### src/otsu_mul.sv
// Shared shift-add multiplier: one multiplier bit per cycle, stops early once
// the remaining multiplier bits are zero. No dependencies.
module otsu_mul #(
    parameter int A_W = 118,
    parameter int B_W = 42
) (
    input  logic           i_clk,
    input  logic           i_rst_n,
    input  logic           i_start,
    input  logic [A_W-1:0] i_a,
    input  logic [B_W-1:0] i_b,
    output logic           o_done,
    output logic [A_W-1:0] o_prod
);
    logic           r_run;
    logic [A_W-1:0] r_a;
    logic [B_W-1:0] r_b;
    logic [A_W-1:0] r_acc;

    // Run flag
    always_ff @(posedge i_clk) begin
        if (!i_rst_n) begin
            r_run <= 1'b0;
        end else if (i_start) begin
            r_run <= 1'b1;
        end else if (r_run && (r_b == '0)) begin
            r_run <= 1'b0;
        end
    end

    // Shift-add datapath
    always_ff @(posedge i_clk) begin
        if (i_start) begin
            r_a   <= i_a;
            r_b   <= i_b;
            r_acc <= '0;
        end else if (r_run && (r_b != '0)) begin
            if (r_b[0]) begin
                r_acc <= r_acc + r_a;
            end
            r_a <= r_a << 1;
            r_b <= r_b >> 1;
        end
    end

    assign o_done = r_run && (r_b == '0);
    assign o_prod = r_acc;

endmodule

### config.mk
export PLATFORM = sky130hd
export DESIGN_NAME = otsu_mul
export DESIGN_NICKNAME = d
export VERILOG_FILES = /design/src/otsu_mul.sv
export SDC_FILE = /design/constraint.sdc
export NUM_CORES = 1
export LEC_CHECK = 0
export BUFFER_PORTS_ARGS = -buffer_cell sky130_fd_sc_hd__buf_2
export CORE_AREA = 2 2 173 175
export CTS_CLUSTER_SIZE = 14
export DETAILED_ROUTE_END_ITERATION = 12
export DIE_AREA = 0 0 175 177
export PLACE_DENSITY = 0.87
export SLEW_MARGIN = 20
export SYNTH_ARGS = -nofsm -noshare
export SYNTH_HDL_FRONTEND = slang
export SYNTH_SLANG_ARGS = --single-unit
### constraint.sdc
create_clock -name i_clk -period 18.47 [get_ports i_clk]
set_input_delay 2.7705 -clock i_clk [delete_from_list [all_inputs] [get_ports i_clk]]
set_output_delay 2.7705 -clock i_clk [all_outputs]
set_load 0.01 [all_outputs]
==> key figures <==
Status
  – Status: finished, final reports clean

Clock network
  – Post-cts resize count: 0
  – Total CTS buffers: 31
  – Clock Tree Root: clkbuf_16
  – H-tree Lvls: 1
  – Clock Latency Late Sink: 0.58 ns
  – CTS tree: done
  – Worst-path clk slew: 0.06 ns
  – Clock tree buffer depth: 3
  – # hold bufs at CTS: 0
  – Post-CTS setup buffers: 0
  – Clock sinks: 279

Logic synthesis
  – Asr flop ratio synth: 0%
  – Sequential fraction of the synthesis area: 39.6%
  – Synthesized area per cell: 9.18 um^2
  – Cells after Synth: 1975
  – Most common cell in the netlist: nand2_1
  – Synth area leader: edfxtp_1
  – Yosys cell types: 72
  – Synth top cells by count: nand2_1 (269), a21oi_1 (225), edfxtp_1 (160)
  – EDFF count, synth: 160
  – Post-Syn Area: 18100 um^2
  – Synth Register Bits: 279
  – Top_reg_cell synth: edfxtp_1
  – Syn nets: 2256
  – Synth top area share: 26.5%
  – Synth warn: 0
  – Main area contributors after synthesis: edfxtp_1 (26%), dfxtp_1 (13%), mux2_2 (9.7%), ha_1 (8.1%), a21oi_1 (6.2%)

Flow run
  – Maxcap violations: 0

Route
  – Detailed Routing Iterations Pass 1: 6
  – DRC viols: 0
  – Remaining antenna violation count: 0
  – WL/cell: 19.8 um
  – Final wirelength: 51500 um
  – Total number of vias: 16400
  – DRC marker count from the first detailed-route iteration: 1350
  – Drt via density: 6.29

Setup path
  – Arrival @ worst endpoint: 2.13 ns
  – R2R cell count: 12
  – CP Capture Type: output port
  – Critical-path maximum fanout: 2
  – Worst Setup Start Kind: flip-flop
  – Critical Setup Path Class: flip-flop to output port
  – R2R setup slack: 13.66 ns
  – Worst path required time: 15.70 ns

Global routing
  – First-pass GRT wire length: 80400 um
  – GR Util met2: 56.0%
  – GR peak layer: met2
  – Initial antenna violation count: 2
  – Total grt overflow: 0
  – GR Util met1: 38.2%
  – Overall routing resource usage: 32.1%
  – Pin count of the biggest net entering global routing: 86
  – Vias in the first global route: 16000
  – GR Layer Usage met3: 6.62%

Timing
  – Max-slew violations: 0
  – Actual slew at the worst max-slew pin: 1.09 ns
  – Final Critical Period: 4.90 ns
  – Relative slew slack: 27.1%
  – RSZ-0062 raised after global routing: no
  – Worst-case clock skew: 0.0230 ns
  – Fmax: 204 MHz
  – Hold Vio Cnt, Final: 0
  – WHS: 0.476 ns
  – Setup TNS: 0 ns
  – Fin crit share: 26.5%
  – Final Setup Violations: 0

Layout
  – Nets@finish: 2468
  – Fraction of layout cells with a size suffix above 1: 23.6%
  – Area delta synth->final: 14.6%

Floorplanning
  – Initial Util: 62.0%
  – Die Ht: 177 um
  – Site row count: 63
  – Ports: 282
  – Chip Width: 175 um
  – Core Area: 29200 um^2
  – Full die area: 31000 um^2

Power
  – PwrDens: 92.4 nW/um^2
  – Worst vdd ir: 0.0915 mV
  – Pleak: 8.67 nW

Placement
  – Routability congestion estimate: 0.996
  – Port Buffers: 281
  – HPWL after detailed placement: 38300 um

Min path
  – WHS Path Cells: 2
  – Hold Path Class: flip-flop to flip-flop
==> placed cells by master (no fill, tap or decap), types with 8 or more instances in the layout <==
cell type	n
edfxtp_1	160
o31ai_1	15
nand2b_1	11
nor4_1	16
xnor2_1	58
nor2_1	117
o21bai_1	28
a31oi_1	12
inv_1	40
or3_1	13
o21ai_0	131
buf_4	10
clkbuf_16	31
nand2_1	268
a211oi_1	13
a21oi_1	225
clkinv_2	8
a21o_1	50
dfxtp_1	119
ha_1	117
nand3_1	22
a221oi_1	10
o21a_1	13
nand4_1	69
a21boi_0	9
nor3_1	31
mux2_2	157
xor2_1	38
buf_2	280
and3_1	12
==> routing by layer <==
| metal | part of all wire (%) | vias to the layer above | wire (um) |
|---|---|---|---|
| li1 | - | 7742 | - |
| met1 | 40 | 7732 | 20400 |
| met2 | 48 | 746 | 24800 |
| met3 | 7.6 | 147 | 3900 |
| met4 | 4.6 | 2 | 2390 |
| met5 | 0.016 | - | 8 |
==> per-stage QoR <==
step / total power, mW / cells / cell area, um^2 / utilization, % / worst slack, ns
after floorplan: 1.14 / 1975 / 18100 / - / 9.86
after global placement: 1.27 / 2543 / 19700 / 67.4 / 13.22
after detailed placement: 1.28 / 2544 / 19700 / 67.5 / 13.16
after CTS: 1.92 / 2602 / 20800 / 71.1 / 13.60
after global routing: 2.00 / 2602 / 20800 / 71.1 / 13.45
final: 1.92 / 2603 / 20800 / 71.1 / 13.57
==> path summary, 6_finish.rpt <==
check	start	endpoint
max	r_b[19]	o_done
max reg2reg	r_a[8]	o_prod[117]
min	o_prod[31]	o_prod[31]
min reg2reg	o_prod[31]	o_prod[31]
==> sequential cells by signal (all words and copies together), names as in the netlist <==
register,flops
r_a,118
r_b,42
o_prod,118
r_run,1
==> critical path: stages, from the launching register on <==
cell and delay (ns):
edfxtp_1 0.42, nor4_1 0.43, nand3_1 0.21, nor4_1 0.30, buf_2 0.19
==> power breakdown <==
part	internal (mW)	leakage, nW	switching [mW]
registers	0.730	2.58	0.0484
logic	0.202	5.57	0.305
clock network	0.374	0.514	0.263
total	1.30	8.67	0.616
==> logic make-up (layout without fill, tap and decap cells) <==
| kind of cell | Yosys count | count (layout) | synth area share (%) |
|---|---|---|---|
| other | 0 | 1 | 0 |
| AND/OR/NAND/NOR | 599 | 599 | 15.2 |
| multiplexers | 159 | 159 | 9.86 |
| XOR/XNOR | 96 | 96 | 4.64 |
| AO/OA/AOI/OAI | 571 | 571 | 19.4 |
| buffers and inverters | 153 | 390 | 3.19 |
| flip-flops | 279 | 279 | 39.6 |
| adder cells (fa/ha/maj) | 118 | 118 | 8.18 |
==> area by class of cell <==
type | instances | area (um^2)
inverter | 40 | 150
antenna | 1 | 2.50
fill | 2211 | 8460
timing repair buffer | 292 | 1520
clock inverter | 20 | 223
clock buffer | 38 | 822
sequential | 279 | 7190
tap | 390 | 488
multi-input combinational | 1543 | 10400
(Power assumes the default switching activity.)
